$ cat config.mk
export PLATFORM = sky130hd
export DESIGN_NAME = ordered_completion_ring_tracker_flat
export DESIGN_NICKNAME = d
export VERILOG_FILES = /design/src/rtl/ocrt_pkg.sv /design/src/rtl/ocrt_req_if.sv /design/src/rtl/ocrt_rsp_if.sv /design/src/rtl/ocrt_ctrl.sv /design/src/rtl/ocrt_dp.sv /design/src/rtl/ordered_completion_ring_tracker.sv /design/src/flat_wrapper.sv
export SDC_FILE = /design/constraint.sdc
export NUM_CORES = 1
export LEC_CHECK = 0
export ABC_AREA = 1
export ABC_CLOCK_PERIOD_IN_PS = 4000
export BUFFER_PORTS_ARGS = -buffer_cell sky130_fd_sc_hd__buf_4
export CAP_MARGIN = 20
export CORE_ASPECT_RATIO = 1.5
export CORE_MARGIN = 5
export CORE_UTILIZATION = 45
export CTS_BUF_LIST = sky130_fd_sc_hd__clkbuf_8 sky130_fd_sc_hd__clkbuf_16
export DETAILED_ROUTE_END_ITERATION = 16
export SLEW_MARGIN = 20
export SYNTH_ARGS = -nofsm -noshare
export SYNTH_HDL_FRONTEND = slang
export SYNTH_SLANG_ARGS = --single-unit
$ cat constraint.sdc
create_clock -name clk -period 4 [get_ports clk]
set_clock_uncertainty 0.05 [all_clocks]
set_input_delay 0.2 -clock clk [delete_from_list [all_inputs] [get_ports clk]]
set_output_delay 0.2 -clock clk [all_outputs]
set_load 0.005 [all_outputs]
$ cat src/rtl/ocrt_pkg.sv
// shared constants, types and helpers for the ordered completion ring tracker
package ocrt_pkg;

  localparam int RING_SLOTS = 128;
  localparam int SLOT_W     = (RING_SLOTS > 1) ? $clog2(RING_SLOTS) : 1;
  localparam int CNT_W      = $clog2(RING_SLOTS + 1);

  localparam logic [15:0] MAX_FRAME_LEN_RESET = 16'd9216;

  typedef enum logic {
    OP_CLAIM    = 1'b0,
    OP_COMPLETE = 1'b1
  } opcode_t;

  typedef enum logic [2:0] {
    DROP_NONE       = 3'd0,
    DROP_NOT_UPLINK = 3'd1,
    DROP_NONLINEAR  = 3'd2,
    DROP_BAD_LEN    = 3'd3,
    DROP_RING_FULL  = 3'd4
  } drop_t;

  typedef enum logic [3:0] {
    ST_IDLE   = 4'b0001,
    ST_EXEC   = 4'b0010,
    ST_SCAN   = 4'b0100,
    ST_FINISH = 4'b1000
  } state_t;

  typedef struct packed {
    logic capture;
    logic exec;
    logic scan_step;
    logic out_load;
  } ctrl_cmd_t;

  typedef struct packed {
    logic is_complete;
    logic scan_go;
    logic out_free;
  } dp_status_t;

  // slot that follows slot; zero after the last slot or where idx wraps
  function automatic logic [SLOT_W-1:0] slot_inc(input logic [31:0] idx,
                                                 input logic [SLOT_W-1:0] slot);
    logic [SLOT_W-1:0] r;
    if (idx == 32'hFFFF_FFFF) begin
      r = '0;
    end else if (slot == SLOT_W'(RING_SLOTS - 1)) begin
      r = '0;
    end else begin
      r = slot + 1'b1;
    end
    return r;
  endfunction

endpackage

$ cat src/rtl/ocrt_req_if.sv
// request channel interface
interface ocrt_req_if;
  logic        valid;
  logic        ready;
  logic        opcode;
  logic        from_uplink;
  logic        is_linear;
  logic [15:0] frame_len;
  logic [31:0] consumer_index;
  logic [6:0]  done_slot;

  modport source (
    output valid, opcode, from_uplink, is_linear, frame_len, consumer_index, done_slot,
    input  ready
  );
  modport sink (
    input  valid, opcode, from_uplink, is_linear, frame_len, consumer_index, done_slot,
    output ready
  );
endinterface

$ cat src/rtl/ocrt_rsp_if.sv
// result channel interface
interface ocrt_rsp_if;
  logic        valid;
  logic        ready;
  logic        accepted;
  logic [6:0]  slot;
  logic [2:0]  drop_reason;
  logic [31:0] published_producer;

  modport source (
    output valid, accepted, slot, drop_reason, published_producer,
    input  ready
  );
  modport sink (
    input  valid, accepted, slot, drop_reason, published_producer,
    output ready
  );
endinterface

$ cat src/rtl/ocrt_ctrl.sv
// sequencing state machine for claim, completion and producer scan
module ocrt_ctrl
  import ocrt_pkg::*;
(
  input  logic       clk,
  input  logic       rst,
  input  logic       in_valid,
  output logic       in_ready,
  input  dp_status_t status,
  output ctrl_cmd_t  cmd
);

  state_t state, state_next;

  always_ff @(posedge clk) begin
    if (rst) begin
      state <= ST_IDLE;
    end else begin
      state <= state_next;
    end
  end

  always_comb begin
    state_next = state;
    cmd        = '0;
    in_ready   = 1'b0;
    unique case (state)
      ST_IDLE: begin
        in_ready = 1'b1;
        if (in_valid) begin
          cmd.capture = 1'b1;
          state_next  = ST_EXEC;
        end
      end
      ST_EXEC: begin
        cmd.exec   = 1'b1;
        state_next = status.is_complete ? ST_SCAN : ST_FINISH;
      end
      ST_SCAN: begin
        if (status.scan_go) begin
          cmd.scan_step = 1'b1;
        end else begin
          state_next = ST_FINISH;
        end
      end
      ST_FINISH: begin
        if (status.out_free) begin
          cmd.out_load = 1'b1;
          state_next   = ST_IDLE;
        end
      end
      default: begin
        state_next = ST_IDLE;
      end
    endcase
  end

endmodule

$ cat src/rtl/ocrt_dp.sv
// ring indices, done flags, drop checks and result register
module ocrt_dp
  import ocrt_pkg::*;
(
  input  logic        clk,
  input  logic        rst,
  input  logic        cfg_we,
  input  logic [15:0] cfg_wdata,
  input  logic        req_opcode,
  input  logic        req_from_uplink,
  input  logic        req_is_linear,
  input  logic [15:0] req_frame_len,
  input  logic [31:0] req_consumer_index,
  input  logic [6:0]  req_done_slot,
  input  ctrl_cmd_t   cmd,
  output dp_status_t  status,
  ocrt_rsp_if.source  rsp
);

  logic [15:0]           max_frame_len;
  logic [31:0]           claim_index;
  logic [SLOT_W-1:0]     claim_slot;
  logic [31:0]           producer_index;
  logic [SLOT_W-1:0]     prod_slot;
  logic [RING_SLOTS-1:0] flags;
  logic [CNT_W-1:0]      scan_cnt;
  logic                  out_valid;

  logic        r_opcode;
  logic        r_from_uplink;
  logic        r_is_linear;
  logic [15:0] r_frame_len;
  logic [31:0] r_consumer;
  logic [6:0]  r_done_slot;

  logic        res_accepted;
  logic [6:0]  res_slot;
  drop_t       res_reason;

  logic        out_accepted;
  logic [6:0]  out_slot;
  logic [2:0]  out_reason;
  logic [31:0] out_producer;

  drop_t             exec_reason;
  logic              grant;
  logic              done_in_range;
  logic [SLOT_W-1:0] done_idx;
  logic [31:0]       occupancy;

  assign occupancy     = claim_index - r_consumer;
  assign done_in_range = 32'(r_done_slot) < 32'(RING_SLOTS);
  assign done_idx      = SLOT_W'(r_done_slot);

  always_comb begin
    priority if (!r_from_uplink) begin
      exec_reason = DROP_NOT_UPLINK;
    end else if (!r_is_linear) begin
      exec_reason = DROP_NONLINEAR;
    end else if (r_frame_len == 16'd0 || r_frame_len > max_frame_len) begin
      exec_reason = DROP_BAD_LEN;
    end else if (occupancy >= 32'(RING_SLOTS)) begin
      exec_reason = DROP_RING_FULL;
    end else begin
      exec_reason = DROP_NONE;
    end
  end

  assign grant = (exec_reason == DROP_NONE);

  assign status.is_complete = (r_opcode == OP_COMPLETE);
  assign status.scan_go     = (producer_index != claim_index) && flags[prod_slot] &&
                              (scan_cnt < CNT_W'(RING_SLOTS));
  assign status.out_free    = !out_valid || rsp.ready;

  always_ff @(posedge clk) begin
    if (rst) begin
      max_frame_len  <= MAX_FRAME_LEN_RESET;
      claim_index    <= '0;
      claim_slot     <= '0;
      producer_index <= '0;
      prod_slot      <= '0;
      flags          <= '0;
      out_valid      <= 1'b0;
    end else begin
      if (cfg_we) begin
        max_frame_len <= cfg_wdata;
      end
      if (cmd.exec && r_opcode == OP_CLAIM && grant) begin
        claim_index <= claim_index + 32'd1;
        claim_slot  <= slot_inc(claim_index, claim_slot);
      end
      if (cmd.exec && r_opcode == OP_COMPLETE && done_in_range) begin
        flags[done_idx] <= 1'b1;
      end
      if (cmd.scan_step) begin
        flags[prod_slot] <= 1'b0;
        producer_index   <= producer_index + 32'd1;
        prod_slot        <= slot_inc(producer_index, prod_slot);
      end
      if (cmd.out_load) begin
        out_valid <= 1'b1;
      end else if (rsp.ready) begin
        out_valid <= 1'b0;
      end
    end
  end

  always_ff @(posedge clk) begin
    if (cmd.capture) begin
      r_opcode      <= req_opcode;
      r_from_uplink <= req_from_uplink;
      r_is_linear   <= req_is_linear;
      r_frame_len   <= req_frame_len;
      r_consumer    <= req_consumer_index;
      r_done_slot   <= req_done_slot;
    end
    if (cmd.exec) begin
      scan_cnt <= '0;
      if (r_opcode == OP_COMPLETE) begin
        res_accepted <= 1'b1;
        res_slot     <= r_done_slot;
        res_reason   <= DROP_NONE;
      end else begin
        res_accepted <= grant;
        res_slot     <= grant ? 7'(claim_slot) : 7'd0;
        res_reason   <= exec_reason;
      end
    end
    if (cmd.scan_step) begin
      scan_cnt <= scan_cnt + 1'b1;
    end
    if (cmd.out_load) begin
      out_accepted <= res_accepted;
      out_slot     <= res_slot;
      out_reason   <= res_reason;
      out_producer <= producer_index;
    end
  end

  assign rsp.valid              = out_valid;
  assign rsp.accepted           = out_accepted;
  assign rsp.slot               = out_slot;
  assign rsp.drop_reason        = out_reason;
  assign rsp.published_producer = out_producer;

endmodule

$ cat src/rtl/ordered_completion_ring_tracker.sv
// top level of the ordered completion receive ring tracker
//
//   channel  dir  signals                                     request moves
//   req      in   valid ready opcode ... done_slot            claim or completion
//   rsp      out  valid ready accepted slot drop_reason ...   one result per request
//   cfg      in   cfg_we cfg_wdata                            max_frame_len write
//
// a claim goes from acceptance to result through the check and the result load
// a completion adds a scan between them that publishes one done slot per cycle
// reset: synchronous, clears indices and all done flags at once, no sweep
// the next request is accepted while the previous result waits in the output register
// a stalled result holds the block in its final step until taken
module ordered_completion_ring_tracker
  import ocrt_pkg::*;
(
  input  logic        clk,
  input  logic        rst,
  input  logic        cfg_we,
  input  logic [15:0] cfg_wdata,
  ocrt_req_if.sink    req,
  ocrt_rsp_if.source  rsp
);

  ctrl_cmd_t  cmd;
  dp_status_t status;
  logic       in_ready;

  assign req.ready = in_ready;

  ocrt_ctrl u_ctrl (
    .clk      (clk),
    .rst      (rst),
    .in_valid (req.valid),
    .in_ready (in_ready),
    .status   (status),
    .cmd      (cmd)
  );

  ocrt_dp u_dp (
    .clk                (clk),
    .rst                (rst),
    .cfg_we             (cfg_we),
    .cfg_wdata          (cfg_wdata),
    .req_opcode         (req.opcode),
    .req_from_uplink    (req.from_uplink),
    .req_is_linear      (req.is_linear),
    .req_frame_len      (req.frame_len),
    .req_consumer_index (req.consumer_index),
    .req_done_slot      (req.done_slot),
    .cmd                (cmd),
    .status             (status),
    .rsp                (rsp)
  );

  a_one_at_a_time: assert property (@(posedge clk) disable iff (rst)
    req.valid && req.ready |=> !req.ready)
    else $error("request accepted while another is in progress");

  a_load_shows_result: assert property (@(posedge clk) disable iff (rst)
    cmd.out_load |=> rsp.valid)
    else $error("result load did not raise rsp valid");

  a_drop_has_reason: assert property (@(posedge clk) disable iff (rst)
    rsp.valid && !rsp.accepted |-> rsp.drop_reason != DROP_NONE)
    else $error("refused request without drop reason");

  a_drop_clean: assert property (@(posedge clk) disable iff (rst)
    rsp.valid && rsp.drop_reason != DROP_NONE |-> !rsp.accepted && rsp.slot == 7'd0)
    else $error("dropped request reports a slot");

endmodule

$ cat src/flat_wrapper.sv
// flat-port wrapper written by rule: the top's interface ports become plain ports
module ordered_completion_ring_tracker_flat import ocrt_pkg::*;
  (clk, rst, cfg_we, cfg_wdata, req_valid, req_opcode, req_from_uplink, req_is_linear, req_frame_len, req_consumer_index, req_done_slot, req_ready, rsp_valid, rsp_accepted, rsp_slot, rsp_drop_reason, rsp_published_producer, rsp_ready);
  ocrt_req_if req_i ();
  ocrt_rsp_if rsp_i ();
  input  logic clk;
  input  logic rst;
  input  logic cfg_we;
  input  logic [15:0] cfg_wdata;
  input wire logic [$bits(req_i.valid)-1:0] req_valid;
  input wire logic [$bits(req_i.opcode)-1:0] req_opcode;
  input wire logic [$bits(req_i.from_uplink)-1:0] req_from_uplink;
  input wire logic [$bits(req_i.is_linear)-1:0] req_is_linear;
  input wire logic [$bits(req_i.frame_len)-1:0] req_frame_len;
  input wire logic [$bits(req_i.consumer_index)-1:0] req_consumer_index;
  input wire logic [$bits(req_i.done_slot)-1:0] req_done_slot;
  output wire logic [$bits(req_i.ready)-1:0] req_ready;
  output wire logic [$bits(rsp_i.valid)-1:0] rsp_valid;
  output wire logic [$bits(rsp_i.accepted)-1:0] rsp_accepted;
  output wire logic [$bits(rsp_i.slot)-1:0] rsp_slot;
  output wire logic [$bits(rsp_i.drop_reason)-1:0] rsp_drop_reason;
  output wire logic [$bits(rsp_i.published_producer)-1:0] rsp_published_producer;
  input wire logic [$bits(rsp_i.ready)-1:0] rsp_ready;
  assign req_i.valid = req_valid;
  assign req_i.opcode = req_opcode;
  assign req_i.from_uplink = req_from_uplink;
  assign req_i.is_linear = req_is_linear;
  assign req_i.frame_len = req_frame_len;
  assign req_i.consumer_index = req_consumer_index;
  assign req_i.done_slot = req_done_slot;
  assign req_ready = req_i.ready;
  assign rsp_valid = rsp_i.valid;
  assign rsp_accepted = rsp_i.accepted;
  assign rsp_slot = rsp_i.slot;
  assign rsp_drop_reason = rsp_i.drop_reason;
  assign rsp_published_producer = rsp_i.published_producer;
  assign rsp_i.ready = rsp_ready;
  ordered_completion_ring_tracker u_core (.clk(clk), .rst(rst), .cfg_we(cfg_we), .cfg_wdata(cfg_wdata), .req(req_i), .rsp(rsp_i));
endmodule
==> out/summary.md <==
* result of the run: completed
* number of endpoints failing setup at the final stage: 0
* worst hold-check path type: in -> reg
* post-synthesis register bit count: 347
* drt pass-1 iters: 7
* die width: 181 µm
* fraction of layout instances using a drive strength above 1: 8.11%
* post-CTS setup buffers: 0
* count of flip-flops with a built-in enable after synthesis: 120
* clock sinks: 347
* design internal power: 5.90 mW
* leakage power figure: 10.5 nW
* vertical die dimension: 267 µm
* # rows: 94
* largest area contributor in the netlist: dfxtp_1
* mean cell area of the mapped netlist: 7.21 µm²
* final setup TNS: 0 ns
* Top FF cell, synth: dfxtp_1
* total wirelength of the detailed-routed design: 65400 µm
* worst-path maximum fanout: 40
* setup repair after global routing missed its margin: no
* sequential power share: 48.4%
* detailed placement HPWL: 46900 µm
* Psw: 1.87 mW
* Synth async-reset ratio: 0%
* layout overhead on the synthesized area: 18.4%
* clock share of power: 44.7%
* Final nets: 3075
* number of global-route vias before repair: 18.5k
* number of buffers and inverters on the critical path: 3
* number of stages on the worst hold path: 4
* portion of synthesized cell area occupied by the leading cell type: 22.9%
* # diodes: 0
* CTS Buffer Depth: 3
* VDD IR max: 0.273 mV
* worst endpoint data arrival time: 3.69 ns
* TritonCTS buffer count: 37
* GPL Wtd Cong: 0.977
* max_slew headroom: 29.3%
* post-DR vias/cell: 5.38
* CTS tree: built
* top post-synthesis cells by area: dfxtp_1 (23%), edfxtp_1 (18%), nand2_1 (13%)
* Reg2Reg Capture Point: u_core.u_dp.claim_slot[3]
* detail-routed net length per standard cell: 18.4 µm
* clock slew seen by the registers of the worst setup and hold paths: 0.07 ns
* top post-synthesis cells by count: nand2_1 (706), inv_1 (482), dfxtp_1 (227), nor2_1 (215), a21oi_1 (131)
* CP Cell Sequence: inv_1 -> ha_1 -> inv_1 -> fa_1 -> nand3_1 -> nand3_1 -> nand2_1 -> nand2_1 -> nand2_1 -> nand2_1 -> nand2_1 -> nand2_1 -> nor2_1 -> nand2_1 -> nor2_1 -> nand2_1 -> nor3_2 -> buf_12 -> nand4_1 -> nand2_1 -> nor2_1
* CTS Root Buffer Type: clkbuf_16
* IO Pins: 124
* cell count of the worst reg-to-reg path: 21
* remaining routing DRC violations: 0
* initial antenna violation count: 0
* dominant cell by count in the synthesized netlist: nand2_1
* synth unique cells: 37
* Slew @ Worst Pin: 1.06 ns
* Critical Path Sink Type: register
* final worst-path cycle share: 82.9%
* standard cell core area: 43800 µm²
* clk_lat worst skew: 0.55 ns
* number of warnings reported in the yosys synthesis log: 0
* Synth Cell Area: 19800 µm²
* share of total power in combinational logic: 6.9%
* endpoints failing hold: 0
* achievable frequency: 302 MHz
* final global-route overflow total: 0
* worst slack on hold paths: 0.00731 ns
* power density normalized to cell area: 331 nW/µm²
* area enclosed by the die boundary: 48400 µm²
* number of I/O port buffers: 123
* register-to-register setup slack: 0.69 ns
* Critical Path Source Type: register
* starting density of the core: 45.3%
* Critical Path Max Stage Delay: 0.39 ns
* post-synthesis net count: 2881
* fin. max-slew vios: 0
* hold path startpoint: rsp_ready
* Net Sw Frac: 24.1%
* Top delay family on crit path: simple AND/OR/NAND/NOR gates
* hold path endpoint: u_core.u_dp.rsp.valid
* most used cell, CP: nand2_1
* startpoint of the most critical register-to-register path: u_core.u_dp.claim_index[0]
* Mapped Cells: 2749
* maxcap violations: 0
* via total after detailed routing: 19.1k
* CTS HTree Levels: 2
* overall fraction of global-route tracks in use: 26.1%
* wire length of the first global-routing pass: 101000 µm
* share of synthesized area occupied by flip-flops and latches: 41.1%
* data required time of the critical path: 4.37 ns
* pin count of the biggest net entering global routing: 72
* Post-DRT Antenna Nets: 0
* First DRT Iteration DRCs: 1480
* fin crit period: 3.31 ns
* slowest CP cell: fa_1
* Worst Path Class, Setup: reg -> reg
what timing repair did:
action / 4_1_cts / 5_1_grt
hold buffers: 81 / 0
resized for setup: 0 / 0
hold endpoints to repair: 80 / 0
worst max path at each step:
| stage | slack (ns) | end | cells past startpoint | startpoint |
|---|---|---|---|---|
| CTS | 0.70 | u_core.u_dp.res_slot[0] | 20 | u_core.u_dp.claim_index[0] |
| finish | 0.69 | u_core.u_dp.claim_slot[3] | 21 | u_core.u_dp.claim_index[0] |
| global route | 0.38 | u_core.u_dp.claim_slot[3] | 21 | u_core.u_dp.claim_index[0] |
| global placement | 0.74 | u_core.u_dp.claim_slot[1] | 21 | u_core.u_dp.claim_index[0] |
| detailed placement | 0.70 | u_core.u_dp.claim_slot[3] | 21 | u_core.u_dp.claim_index[0] |
| floorplan | 0.15 | u_core.u_dp.done_idx[0] | 5 | u_core.u_ctrl.state[3] |
power groups by stage:
stage | Sequential, mW | Clock (mW) | Combinational [mW]
floorplan | 3.82 | 0 | 0.286
global placement | 3.83 | 0 | 0.467
detailed placement | 3.84 | 0 | 0.473
CTS | 3.76 | 3.56 | 0.540
global route | 3.77 | 3.70 | 0.598
finish | 3.76 | 3.47 | 0.539
metal layers:
layer	share of wire (%)	track usage (%)	up-vias
li1	-	-	9342
met1	37	28.7	8867
met5	0	0	-
met4	5.9	13.7	0
met3	5.0	2.96	201
met2	52	48.9	669
stage by stage:
| step | setup WS (ns) | instance area (µm²) | std cells | util, % | power (mW) |
|---|---|---|---|---|---|
| after detailed placement | 0.704 | 21400 | 3399 | 49.0 | 4.31 |
| after floorplan | 0.150 | 19800 | 2749 | - | 4.11 |
| after global placement | 0.737 | 21400 | 3399 | 49.0 | 4.30 |
| after global routing | 0.376 | 23500 | 3548 | 53.6 | 8.06 |
| after CTS | 0.695 | 23500 | 3548 | 53.6 | 7.86 |
| final | 0.685 | 23500 | 3548 | 53.6 | 7.77 |
worst register-to-register path: stages, from the launching register on:
cell and delay, ns:
dfxtp_1 0.34, inv_1 0.18, ha_1 0.26, inv_1 0.12, fa_1 0.39, nand3_1 0.09, nand3_1 0.13, nand2_1 0.11
nand2_1 0.09, nand2_1 0.08, nand2_1 0.08, nand2_1 0.09, nand2_1 0.05, nor2_1 0.12, nand2_1 0.06, nor2_1 0.09
nand2_1 0.09, nor3_2 0.25, buf_12 0.24, nand4_1 0.12, nand2_1 0.10, nor2_1 0.04
cells by family after synthesis:
family / Yosys count / synth area share [%]
adders and majority gates: 53 / 3.38
buffers and inverters: 587 / 11.6
AOI/OAI and AO/OA: 469 / 14.6
and+or+nand+nor: 1205 / 25.5
DFF: 347 / 41.1
xor gates and xnor gates: 88 / 3.89
cell usage in the layout, fill, tap and decap left out, types with 4 or more instances in the layout:
cell type	Yosys	layout
nand2_1	706	706
xnor2_1	24	24
a22oi_1	21	21
nor2_1	215	211
clkinv_1	4	9
clkinv_2	0	5
xor2_1	64	64
ha_1	52	52
nor3b_1	4	4
a21oi_1	131	131
dlygate4sd3_1	0	81
o22ai_1	41	41
edfxtp_1	120	120
nand4_1	82	82
o211ai_1	112	112
buf_4	14	169
or2_2	6	6
nand3_1	100	100
o21ai_0	101	101
clkbuf_16	0	38
dfxtp_1	227	227
inv_1	482	491
nand3b_1	6	6
nor4_1	21	21
nor3_1	59	58
o21bai_1	59	59
layout make-up:
type,count,area [µm²]
clock inverters,28,235
inverters,489,1840
clock buffers,40,978
fillers,4278,20300
repair buffers,253,2140
flip-flops and latches,347,8150
multi-input cells,1815,9410
well taps,576,721
sequential cells by signal, indices dropped and copies added (netlist names), 7 cells and up:
register and count:
u_core.u_dp.r_frame_len 16, u_core.u_dp.max_frame_len 16, u_core.u_dp.claim_slot 7, u_core.u_dp.flags 128
u_core.u_dp.r_consumer 32, u_core.u_dp.producer_index 32, u_core.u_dp.claim_index 32, u_core.u_dp.prod_slot 7
u_core.u_dp.rsp.slot 7, u_core.u_dp.res_slot 7, u_core.u_dp.done_idx 7, u_core.u_dp.rsp.published_producer 32
u_core.u_dp.scan_cnt 8
Note: power is estimated with default switching activity, not from simulation.
